--- src/hdl/hsh_pkg.sv ---
// ----------------------------------------------------------------------------
// SHA-256/224 hash unit package
// Shared types, initial values, round constants and the SHA-256 sigma helpers.
// ----------------------------------------------------------------------------
package hsh_pkg;

    typedef logic [31:0] word_t;

    // One queued message word after classification.
    typedef struct packed {
        logic [31:0] data;
        logic [2:0]  count;
        logic        last;
    } hsh_item_t;

    localparam logic MODE_SHA256 = 1'b0;
    localparam logic MODE_SHA224 = 1'b1;

    localparam logic [2:0] LAST_IDX_256 = 3'd7;
    localparam logic [2:0] LAST_IDX_224 = 3'd6;

    localparam logic [2:0] FULL_WORD_BYTES = 3'd4;
    localparam logic [7:0] PAD_MARK        = 8'h80;

    localparam word_t IV_256 [8] = '{
        32'h6a09e667, 32'hbb67ae85, 32'h3c6ef372, 32'ha54ff53a,
        32'h510e527f, 32'h9b05688c, 32'h1f83d9ab, 32'h5be0cd19
    };

    localparam word_t IV_224 [8] = '{
        32'hc1059ed8, 32'h367cd507, 32'h3070dd17, 32'hf70e5939,
        32'hffc00b31, 32'h68581511, 32'h64f98fa7, 32'hbefa4fa4
    };

    localparam word_t ROUND_K [64] = '{
        32'h428a2f98, 32'h71374491, 32'hb5c0fbcf, 32'he9b5dba5,
        32'h3956c25b, 32'h59f111f1, 32'h923f82a4, 32'hab1c5ed5,
        32'hd807aa98, 32'h12835b01, 32'h243185be, 32'h550c7dc3,
        32'h72be5d74, 32'h80deb1fe, 32'h9bdc06a7, 32'hc19bf174,
        32'he49b69c1, 32'hefbe4786, 32'h0fc19dc6, 32'h240ca1cc,
        32'h2de92c6f, 32'h4a7484aa, 32'h5cb0a9dc, 32'h76f988da,
        32'h983e5152, 32'ha831c66d, 32'hb00327c8, 32'hbf597fc7,
        32'hc6e00bf3, 32'hd5a79147, 32'h06ca6351, 32'h14292967,
        32'h27b70a85, 32'h2e1b2138, 32'h4d2c6dfc, 32'h53380d13,
        32'h650a7354, 32'h766a0abb, 32'h81c2c92e, 32'h92722c85,
        32'ha2bfe8a1, 32'ha81a664b, 32'hc24b8b70, 32'hc76c51a3,
        32'hd192e819, 32'hd6990624, 32'hf40e3585, 32'h106aa070,
        32'h19a4c116, 32'h1e376c08, 32'h2748774c, 32'h34b0bcb5,
        32'h391c0cb3, 32'h4ed8aa4a, 32'h5b9cca4f, 32'h682e6ff3,
        32'h748f82ee, 32'h78a5636f, 32'h84c87814, 32'h8cc70208,
        32'h90befffa, 32'ha4506ceb, 32'hbef9a3f7, 32'hc67178f2
    };

    function automatic word_t rotr(input word_t x, input int n);
        rotr = (x >> n) | (x << (32 - n));
    endfunction

    function automatic word_t sig0(input word_t x);
        sig0 = rotr(x, 7) ^ rotr(x, 18) ^ (x >> 3);
    endfunction

    function automatic word_t sig1(input word_t x);
        sig1 = rotr(x, 17) ^ rotr(x, 19) ^ (x >> 10);
    endfunction

    function automatic word_t bsig0(input word_t x);
        bsig0 = rotr(x, 2) ^ rotr(x, 13) ^ rotr(x, 22);
    endfunction

    function automatic word_t bsig1(input word_t x);
        bsig1 = rotr(x, 6) ^ rotr(x, 11) ^ rotr(x, 25);
    endfunction

endpackage

--- src/hdl/sha256_sha224_hash_unit.sv ---
// ----------------------------------------------------------------------------
// SHA-256/224 hash unit
// Streams message words in and returns the final digest one word at a time.
// ----------------------------------------------------------------------------
// Usage:
//   Slave stream: tdata carries a message word (first byte in bits 31:24) and
//   the count of valid leading bytes; tlast closes the message. Counts above
//   four are taken as four.
//   Config channel: one write sets the digest mode (0 SHA-256, 1 SHA-224),
//   reloads the initial values and drops any message in progress. Write only
//   while the unit is idle.
//   Master stream: eight digest words (seven for SHA-224), word 0 first, with
//   tlast on the final word.
// Flow: each word leaves the queue and is then packed one byte at a time;
//   every full 64-byte block is loaded, run through 64 rounds and added to
//   the chain. After tlast, padding and one or two final blocks come before
//   the first digest word; digest words then follow one per cycle while the
//   receiver keeps accepting them.
// A small input queue lets the sender run ahead while the core compresses.
// Reset clears the queue, selects SHA-256 and starts a fresh message. When
//   the receiver stalls, hold the current digest word; the core waits.
// ----------------------------------------------------------------------------
module sha256_sha224_hash_unit #(
    parameter int QUEUE_DEPTH = 2
) (
    input  logic        clk,
    input  logic        rst_n,
    input  logic        s_tvalid,
    output logic        s_tready,
    input  logic [39:0] s_tdata,    // [31:0] data_word, [34:32] bytes_valid
    input  logic        s_tlast,    // last_word
    output logic        m_tvalid,
    input  logic        m_tready,
    output logic [39:0] m_tdata,    // [31:0] digest_word, [34:32] word_index
    output logic        m_tlast,    // digest_last
    input  logic        cfg_valid,
    output logic        cfg_ready,
    input  logic        cfg_data    // digest_mode
);

    hsh_pkg::hsh_item_t item;
    logic               item_valid;
    logic               item_pop;
    logic [31:0]        out_word;
    logic [2:0]         out_index;

    // the config channel is always open
    assign cfg_ready = 1'b1;

    hsh_front #(
        .DEPTH(QUEUE_DEPTH)
    ) u_front (
        .clk       (clk),
        .rst_n     (rst_n),
        .in_valid  (s_tvalid),
        .in_ready  (s_tready),
        .in_data   (s_tdata[31:0]),
        .in_count  (s_tdata[34:32]),
        .in_last   (s_tlast),
        .item_valid(item_valid),
        .item_pop  (item_pop),
        .item      (item)
    );

    hsh_core u_core (
        .clk       (clk),
        .rst_n     (rst_n),
        .item_valid(item_valid),
        .item_pop  (item_pop),
        .item      (item),
        .cfg_valid (cfg_valid),
        .cfg_data  (cfg_data),
        .out_ready (m_tready),
        .out_valid (m_tvalid),
        .out_word  (out_word),
        .out_index (out_index),
        .out_last  (m_tlast)
    );

    // pack the digest transaction, zero fill to whole bytes
    assign m_tdata = {5'b00000, out_index, out_word};

endmodule

--- src/hdl/hsh_front.sv ---
// ----------------------------------------------------------------------------
// SHA-256/224 input front end
// Accepts message words, clamps the byte count and queues them for the core.
// ----------------------------------------------------------------------------
module hsh_front #(
    parameter int DEPTH = 2
) (
    input  logic              clk,
    input  logic              rst_n,
    input  logic              in_valid,
    output logic              in_ready,
    input  logic [31:0]       in_data,
    input  logic [2:0]        in_count,
    input  logic              in_last,
    output logic              item_valid,
    input  logic              item_pop,
    output hsh_pkg::hsh_item_t item
);

    localparam int AW = (DEPTH > 1) ? $clog2(DEPTH) : 1;
    localparam int CW = $clog2(DEPTH + 1);

    hsh_pkg::hsh_item_t mem [DEPTH];
    logic [AW-1:0] wr_ptr_reg, wr_ptr_next;
    logic [AW-1:0] rd_ptr_reg, rd_ptr_next;
    logic [CW-1:0] count_reg, count_next;
    logic          push;
    hsh_pkg::hsh_item_t push_item;

    assign in_ready   = (count_reg != CW'(DEPTH));
    assign item_valid = (count_reg != '0);
    assign push       = in_valid && in_ready;
    assign item       = mem[rd_ptr_reg];

    always_comb
    begin
        push_item.data  = in_data;
        // clamp oversized byte counts to a full word
        push_item.count = (in_count > hsh_pkg::FULL_WORD_BYTES) ?
                          hsh_pkg::FULL_WORD_BYTES : in_count;
        push_item.last  = in_last;
        wr_ptr_next = wr_ptr_reg;
        rd_ptr_next = rd_ptr_reg;
        count_next  = count_reg;
        if (push)
        begin
            wr_ptr_next = (wr_ptr_reg == AW'(DEPTH - 1)) ? '0 : wr_ptr_reg + 1'b1;
        end
        if (item_pop)
        begin
            rd_ptr_next = (rd_ptr_reg == AW'(DEPTH - 1)) ? '0 : rd_ptr_reg + 1'b1;
        end
        if (push && !item_pop)
        begin
            count_next = count_reg + 1'b1;
        end
        else if (!push && item_pop)
        begin
            count_next = count_reg - 1'b1;
        end
    end

    always_ff @(posedge clk)
    begin
        if (push)
        begin
            mem[wr_ptr_reg] <= push_item;
        end
    end

    always_ff @(posedge clk or negedge rst_n)
    begin
        if (!rst_n)
        begin
            wr_ptr_reg <= '0;
            rd_ptr_reg <= '0;
            count_reg  <= '0;
        end
        else
        begin
            wr_ptr_reg <= wr_ptr_next;
            rd_ptr_reg <= rd_ptr_next;
            count_reg  <= count_next;
        end
    end

`ifndef SYNTHESIS
    a_no_pop_empty: assert property (@(posedge clk) disable iff (!rst_n)
        item_pop |-> item_valid)
        else $error("pop from empty queue");
    a_count_step: assert property (@(posedge clk) disable iff (!rst_n)
        (push && !item_pop) |=> (count_reg == $past(count_reg) + 1'b1))
        else $error("queue count did not advance");
    a_full_bound: assert property (@(posedge clk) disable iff (!rst_n)
        count_reg <= CW'(DEPTH))
        else $error("queue overfilled");
`endif

endmodule

--- src/hdl/hsh_core.sv ---
// ----------------------------------------------------------------------------
// SHA-256/224 compression core
// Packs bytes, pads, runs one round per cycle and emits the digest words.
// ----------------------------------------------------------------------------
module hsh_core (
    input  logic               clk,
    input  logic               rst_n,
    input  logic               item_valid,
    output logic               item_pop,
    input  hsh_pkg::hsh_item_t item,
    input  logic               cfg_valid,
    input  logic               cfg_data,
    input  logic               out_ready,
    output logic               out_valid,
    output logic [31:0]        out_word,
    output logic [2:0]         out_index,
    output logic               out_last
);

    typedef enum logic [2:0] {
        S_IDLE, S_BYTE, S_PAD, S_LEN, S_LOAD, S_COMP, S_ADD, S_OUT
    } state_t;

    state_t        state_reg, state_next;
    logic          mode_reg, mode_next;
    logic [31:0]   chain_reg [8];
    logic [31:0]   chain_next [8];
    logic [31:0]   vars_reg [8];
    logic [31:0]   vars_next [8];
    logic [31:0]   buf_reg [16];
    logic [31:0]   buf_next [16];
    logic [31:0]   acc_reg, acc_next;
    logic [31:0]   word_reg, word_next;
    logic [2:0]    cnt_reg, cnt_next;
    logic          last_reg, last_next;
    logic          pad_first_reg, pad_first_next;
    logic          pad_more_reg, pad_more_next;
    logic          final_reg, final_next;
    logic          len_ph_reg, len_ph_next;
    logic [63:0]   bits_reg, bits_next;
    logic [5:0]    fill_reg, fill_next;
    logic [5:0]    rnd_reg, rnd_next;
    logic [2:0]    oidx_reg, oidx_next;
    logic          out_valid_reg, out_valid_next;
    logic [31:0]   out_word_reg, out_word_next;
    logic [2:0]    out_index_reg, out_index_next;
    logic          out_last_reg, out_last_next;

    logic [7:0]    byte_in;
    logic [31:0]   placed;
    logic          word_done;
    logic [31:0]   t1, t2, w_new;
    logic [2:0]    last_idx;
    logic          out_free;

    assign item_pop  = (state_reg == S_IDLE) && item_valid;
    assign out_valid = out_valid_reg;
    assign out_word  = out_word_reg;
    assign out_index = out_index_reg;
    assign out_last  = out_last_reg;
    assign last_idx  = (mode_reg == hsh_pkg::MODE_SHA224) ?
                       hsh_pkg::LAST_IDX_224 : hsh_pkg::LAST_IDX_256;
    assign out_free  = !out_valid_reg || out_ready;

    always_comb
    begin
        // byte merge into the word accumulator at the current fill position
        byte_in   = (state_reg == S_BYTE) ? word_reg[31:24] :
                    (pad_first_reg ? hsh_pkg::PAD_MARK : 8'h00);
        placed    = ((fill_reg[1:0] == 2'd0) ? 32'h0 : acc_reg) |
                    ({byte_in, 24'h0} >> {fill_reg[1:0], 3'b000});
        word_done = (fill_reg[1:0] == 2'd3);

        t1 = vars_reg[7] + hsh_pkg::bsig1(vars_reg[4]) +
             ((vars_reg[4] & vars_reg[5]) ^ (~vars_reg[4] & vars_reg[6])) +
             hsh_pkg::ROUND_K[rnd_reg] + buf_reg[0];
        t2 = hsh_pkg::bsig0(vars_reg[0]) +
             ((vars_reg[0] & vars_reg[1]) ^ (vars_reg[0] & vars_reg[2]) ^
              (vars_reg[1] & vars_reg[2]));
        w_new = buf_reg[0] + hsh_pkg::sig0(buf_reg[1]) + buf_reg[9] +
                hsh_pkg::sig1(buf_reg[14]);

        state_next     = state_reg;
        mode_next      = mode_reg;
        chain_next     = chain_reg;
        vars_next      = vars_reg;
        buf_next       = buf_reg;
        acc_next       = acc_reg;
        word_next      = word_reg;
        cnt_next       = cnt_reg;
        last_next      = last_reg;
        pad_first_next = pad_first_reg;
        pad_more_next  = pad_more_reg;
        final_next     = final_reg;
        len_ph_next    = len_ph_reg;
        bits_next      = bits_reg;
        fill_next      = fill_reg;
        rnd_next       = rnd_reg;
        oidx_next      = oidx_reg;
        out_valid_next = out_valid_reg && !out_ready;
        out_word_next  = out_word_reg;
        out_index_next = out_index_reg;
        out_last_next  = out_last_reg;

        unique case (state_reg)
            S_IDLE:
            begin
                if (item_valid)
                begin
                    word_next = item.data;
                    cnt_next  = item.count;
                    last_next = item.last;
                    if (item.count != 3'd0)
                    begin
                        state_next = S_BYTE;
                    end
                    else if (item.last)
                    begin
                        pad_first_next = 1'b1;
                        last_next      = 1'b0;
                        state_next     = S_PAD;
                    end
                end
            end
            S_BYTE:
            begin
                acc_next  = placed;
                word_next = {word_reg[23:0], 8'h00};
                cnt_next  = cnt_reg - 1'b1;
                bits_next = bits_reg + 64'd8;
                fill_next = fill_reg + 1'b1;
                if (word_done)
                begin
                    for (int i = 0; i < 15; i++)
                    begin
                        buf_next[i] = buf_reg[i + 1];
                    end
                    buf_next[15] = placed;
                end
                if (fill_reg == 6'd63)
                begin
                    state_next = S_LOAD;
                end
                else if (cnt_reg == 3'd1)
                begin
                    if (last_reg)
                    begin
                        pad_first_next = 1'b1;
                        last_next      = 1'b0;
                        state_next     = S_PAD;
                    end
                    else
                    begin
                        state_next = S_IDLE;
                    end
                end
            end
            S_PAD:
            begin
                acc_next       = placed;
                pad_first_next = 1'b0;
                fill_next      = fill_reg + 1'b1;
                if (word_done)
                begin
                    for (int i = 0; i < 15; i++)
                    begin
                        buf_next[i] = buf_reg[i + 1];
                    end
                    buf_next[15] = placed;
                end
                if (fill_reg == 6'd63)
                begin
                    // marker landed at byte 56 or later: close an extra block first
                    pad_more_next = 1'b1;
                    state_next    = S_LOAD;
                end
                else if (fill_reg == 6'd55)
                begin
                    len_ph_next = 1'b0;
                    state_next  = S_LEN;
                end
            end
            S_LEN:
            begin
                for (int i = 0; i < 15; i++)
                begin
                    buf_next[i] = buf_reg[i + 1];
                end
                buf_next[15] = len_ph_reg ? bits_reg[31:0] : bits_reg[63:32];
                fill_next    = fill_reg + 6'd4;
                len_ph_next  = 1'b1;
                if (len_ph_reg)
                begin
                    final_next = 1'b1;
                    state_next = S_LOAD;
                end
            end
            S_LOAD:
            begin
                vars_next  = chain_reg;
                rnd_next   = '0;
                state_next = S_COMP;
            end
            S_COMP:
            begin
                vars_next[7] = vars_reg[6];
                vars_next[6] = vars_reg[5];
                vars_next[5] = vars_reg[4];
                vars_next[4] = vars_reg[3] + t1;
                vars_next[3] = vars_reg[2];
                vars_next[2] = vars_reg[1];
                vars_next[1] = vars_reg[0];
                vars_next[0] = t1 + t2;
                for (int i = 0; i < 15; i++)
                begin
                    buf_next[i] = buf_reg[i + 1];
                end
                buf_next[15] = w_new;
                rnd_next     = rnd_reg + 1'b1;
                if (rnd_reg == 6'd63)
                begin
                    state_next = S_ADD;
                end
            end
            S_ADD:
            begin
                for (int i = 0; i < 8; i++)
                begin
                    chain_next[i] = chain_reg[i] + vars_reg[i];
                end
                if (final_reg)
                begin
                    final_next = 1'b0;
                    oidx_next  = '0;
                    state_next = S_OUT;
                end
                else if (pad_more_reg)
                begin
                    // extra block done: zero fill the next one up to the length
                    pad_more_next = 1'b0;
                    state_next    = S_PAD;
                end
                else if (cnt_reg != 3'd0)
                begin
                    state_next = S_BYTE;
                end
                else if (last_reg)
                begin
                    pad_first_next = 1'b1;
                    last_next      = 1'b0;
                    state_next     = S_PAD;
                end
                else if (pad_first_reg)
                begin
                    state_next = S_PAD;
                end
                else
                begin
                    state_next = S_IDLE;
                end
            end
            S_OUT:
            begin
                if (out_free)
                begin
                    out_valid_next = 1'b1;
                    out_word_next  = chain_reg[oidx_reg];
                    out_index_next = oidx_reg;
                    out_last_next  = (oidx_reg == last_idx);
                    oidx_next      = oidx_reg + 1'b1;
                    if (oidx_reg == last_idx)
                    begin
                        chain_next = (mode_reg == hsh_pkg::MODE_SHA224) ?
                                     hsh_pkg::IV_224 : hsh_pkg::IV_256;
                        bits_next  = '0;
                        fill_next  = '0;
                        state_next = S_IDLE;
                    end
                end
            end
            default:
            begin
                state_next = S_IDLE;
            end
        endcase

        // mode write abandons the message in progress
        if (cfg_valid)
        begin
            mode_next  = cfg_data;
            chain_next = cfg_data ? hsh_pkg::IV_224 : hsh_pkg::IV_256;
            bits_next  = '0;
            fill_next  = '0;
        end
    end

    always_ff @(posedge clk)
    begin
        vars_reg      <= vars_next;
        buf_reg       <= buf_next;
        acc_reg       <= acc_next;
        word_reg      <= word_next;
        out_word_reg  <= out_word_next;
        out_index_reg <= out_index_next;
        out_last_reg  <= out_last_next;
    end

    always_ff @(posedge clk or negedge rst_n)
    begin
        if (!rst_n)
        begin
            state_reg     <= S_IDLE;
            mode_reg      <= hsh_pkg::MODE_SHA256;
            chain_reg     <= hsh_pkg::IV_256;
            cnt_reg       <= '0;
            last_reg      <= 1'b0;
            pad_first_reg <= 1'b0;
            pad_more_reg  <= 1'b0;
            final_reg     <= 1'b0;
            len_ph_reg    <= 1'b0;
            bits_reg      <= '0;
            fill_reg      <= '0;
            rnd_reg       <= '0;
            oidx_reg      <= '0;
            out_valid_reg <= 1'b0;
        end
        else
        begin
            state_reg     <= state_next;
            mode_reg      <= mode_next;
            chain_reg     <= chain_next;
            cnt_reg       <= cnt_next;
            last_reg      <= last_next;
            pad_first_reg <= pad_first_next;
            pad_more_reg  <= pad_more_next;
            final_reg     <= final_next;
            len_ph_reg    <= len_ph_next;
            bits_reg      <= bits_next;
            fill_reg      <= fill_next;
            rnd_reg       <= rnd_next;
            oidx_reg      <= oidx_next;
            out_valid_reg <= out_valid_next;
        end
    end

`ifndef SYNTHESIS
    a_block_aligned: assert property (@(posedge clk) disable iff (!rst_n)
        (state_reg == S_LOAD) |-> (fill_reg == 6'd0))
        else $error("compression started on a partial block");
    a_round_idle: assert property (@(posedge clk) disable iff (!rst_n)
        (state_reg == S_LOAD) |=> (rnd_reg == 6'd0))
        else $error("round counter not cleared at block start");
    a_last_index: assert property (@(posedge clk) disable iff (!rst_n)
        (out_valid_reg && out_last_reg) |->
        (out_index_reg == hsh_pkg::LAST_IDX_256 ||
         out_index_reg == hsh_pkg::LAST_IDX_224))
        else $error("last digest word at wrong index");
`endif

endmodule
--- config.mk ---
export PLATFORM = sky130hd
export DESIGN_NAME = sha256_sha224_hash_unit
export DESIGN_NICKNAME = d
export VERILOG_FILES = /design/src/hdl/hsh_pkg.sv /design/src/hdl/sha256_sha224_hash_unit.sv /design/src/hdl/hsh_front.sv /design/src/hdl/hsh_core.sv
export SDC_FILE = /design/constraint.sdc
export NUM_CORES = 2
export LEC_CHECK = 0
export BUFFER_PORTS_ARGS = -buffer_cell sky130_fd_sc_hd__buf_2
export CAP_MARGIN = 20
export CORE_UTILIZATION = 46
export DETAILED_ROUTE_END_ITERATION = 7
export PLACE_DENSITY_LB_ADDON = 0.12
export SETUP_SLACK_MARGIN = 0.05
export SYNTH_ARGS = -nofsm -noshare
export SYNTH_HDL_FRONTEND = slang
export SYNTH_SLANG_ARGS = --single-unit
--- constraint.sdc ---
create_clock -name clk -period 38.9 [get_ports clk]
set_input_delay 7.78 -clock clk [delete_from_list [all_inputs] [get_ports clk]]
set_output_delay 7.78 -clock clk [all_outputs]
set_load 0.02 [all_outputs]
==> metrics.txt <==
status finished, violations left; violated checks design-rule violations; DRT iter0 DRCs 6,018; std cell rows 150; number of synthesized register bits 1,289; max reg flops 512; sequential-to-total area share from yosys stat 48.05%; io pins 91; fin. max-slew vios 0; Synth top area share 36.53%; Design Area, Final 0.08485 mm2; initial antenna violation count 17; post-DP HPWL 176,200 um; post-route setup TNS 0 ns; Via density 5.971; first-pass GRT wire length 355,800 um; Max Clock Skew 0.03486 ns; Synth area leaders edfxtp_1, dfrtp_1, ha_1; Synth async-reset ratio 27.08%; CTS H-tree depth 4; mapped cell area 0.07727 mm2; Rel. slew slack 24.65%; kind of critical path reg2reg; most common cell after layout, fill and taps aside nand2_1; CTS resizes 0; Min-Delay Path Class reg2reg; Clock Tree Buf Depth 3; Period minus WS final 10.87 ns; RR Startpoint u_core.rnd_reg[3]$_DFFE_PN0N_; CP Launch Point u_core.rnd_reg[3]$_DFFE_PN0N_; Storage cell area 0.03715 mm2; Worst-path clk slew 0.06 ns; Synth area leader edfxtp_1; # setup viols final 0; All-Layer GR Usage 28.53%; cts hold-fix bufs 0; Skew-Pair Late Insertion Delay 0.81 ns; Worst R2R End u_core.vars_reg[249]$_DFFE_PN_; fmax 91.97 MHz; DP Cell Count 9,227; crit path capture type flip-flop; Worst Tran Pin Value 1.130 ns; multi-input logic area 0.03782 mm2; number of enable flip-flop cells after synthesis 940; crit path to u_core.vars_reg[249]$_DFFE_PN_; Register-to-Register Setup Slack 28.03 ns; Final ANT Viol Nets 0; CP top delay family compound AO/OA/AOI/OAI gates; warnings from Yosys 0; total wire length 245,000 um; CTS tree done; top_reg_cell synth edfxtp_1; vias in the first global route 53,409; slowest cell delay on critical path 0.83 ns; syn_area_per_cell 10.72 um2; # DRC 3; post-CTS setup repair buffer count 0; Critical Path RT 39.58 ns; router iterations before antenna repair 8; DR WL/cell 25.78 um; GRT overflow 0; Crit Path Max Fanout 78; Max Cap Viol 0; Worst setup SP type flip-flop; port buffer count 79; critical path arrival 11.55 ns; Worst path depth 33; final std cells w/o fill 9,504; Die W 411.8 um; post-synth cell types 109; r2r worst-path depth 33; Syn Inst Count 7,210; Final Hold Fails 0; Die Span Y 411.8 um; Final #Nets 7,821; layout cells sized above 1 9.607%; Initial Util 46.26%; Layout fillers 14,997; RSZ-0062 raised after global routing no; core area 0.1670 mm2; crit share post-route 27.95%; Slowest-stage cell, CP dfrtp_4; clock sink total 1,289; Worst Path Buf+Inv 3; CTS root buf clkbuf_16; GP Congestion 0.9640; total CTS buffers 147; Die ar. 0.1696 mm2; vias post-DR 56,749; largest net degree at the start of global routing 163; P&R area growth vs syn 9.810%; commonest non-fill, non-tap cells in the layout nand2_1, edfxtp_1, a21oi_1; DP Area 0.07992 mm2
## cells by family (layout without fill, tap and decap cells)
family | after synthesis | in the layout | synth area share, %
compound gates | 1747 | 1747 | 14.26
xor+xnor | 600 | 600 | 6.801
fa+ha+maj | 625 | 625 | 11.93
buf+inv | 654 | 737 | 3.218
flops | 1289 | 1289 | 48.05
mux | 220 | 220 | 4.063
other cells | 2 | 9 | 0.009719
simple gates | 2073 | 2073 | 11.66
## synthesized netlist by cell type, drive strengths merged (51+ instances only)
master	count
edfxtp	940
nand3	96
nand2	1131
o21a	67
xnor2	375
dfrtp	213
a21oi	484
fa	195
nor2	419
ha	404
a211oi	72
dfstp	136
a31oi	51
xor2	225
clkbuf	308
mux2i	110
nor2b	59
inv	308
nor3	87
nand2b	66
a21o	169
mux4	71
o21ai	514
## area by class of cell
type                       count  area share [%]
clock inverter                74           1.053
multi-input combinational   5271           44.57
antenna                        3        0.008848
timing repair buffer         156           1.271
tap                         2204           3.250
sequential                  1289           43.78
inverter                     310           1.380
clock buffer                 197           4.686
## how the worst min path moves through the flow
stage	from	endpoint	slack, ns	cells after the start
3_3_place_gp	u_core.buf_reg[120]$_DFFE_PP_	u_core.buf_reg[152]$_DFFE_PP_	0.40	0
3_5_place_dp	u_core.buf_reg[85]$_DFFE_PP_	u_core.buf_reg[117]$_DFFE_PP_	0.40	0
4_1_cts	u_core.buf_reg[75]$_DFFE_PP_	u_core.buf_reg[107]$_DFFE_PP_	0.39	0
5_1_grt	u_core.buf_reg[75]$_DFFE_PP_	u_core.buf_reg[107]$_DFFE_PP_	0.40	0
6_report	u_core.buf_reg[429]$_DFFE_PP_	u_core.buf_reg[461]$_DFFE_PP_	0.39	0
2_1_floorplan	u_core.buf_reg[68]$_DFFE_PP_	u_core.buf_reg[100]$_DFFE_PP_	0.40	0
## metal layers
| layer | vias up | part of all wire [%] | track usage (%) |
|---|---|---|---|
| met1 | 28187 | 46 | 43.00 |
| li1 | 25802 | - | - |
| met5 | - | 0.0061 | 0 |
| met3 | 446 | 8.1 | 4.800 |
| met4 | 4 | 4.0 | 10.61 |
| met2 | 2310 | 42 | 40.87 |
## per-stage QoR
step / setup WS [ns] / hold slack (ns) / utilization [%]
floorplan: 11.64 / 0.4003 / -
global placement: 27.61 / 0.4002 / 47.84
detailed placement: 27.59 / 0.4045 / 47.84
CTS: 28.30 / 0.3873 / 50.76
global route: 27.59 / 0.3977 / 50.79
finish: 28.03 / 0.3882 / 50.80
Power is not shown: default switching activity piles up to over one toggle a cycle in this logic, so the estimate is an artifact.
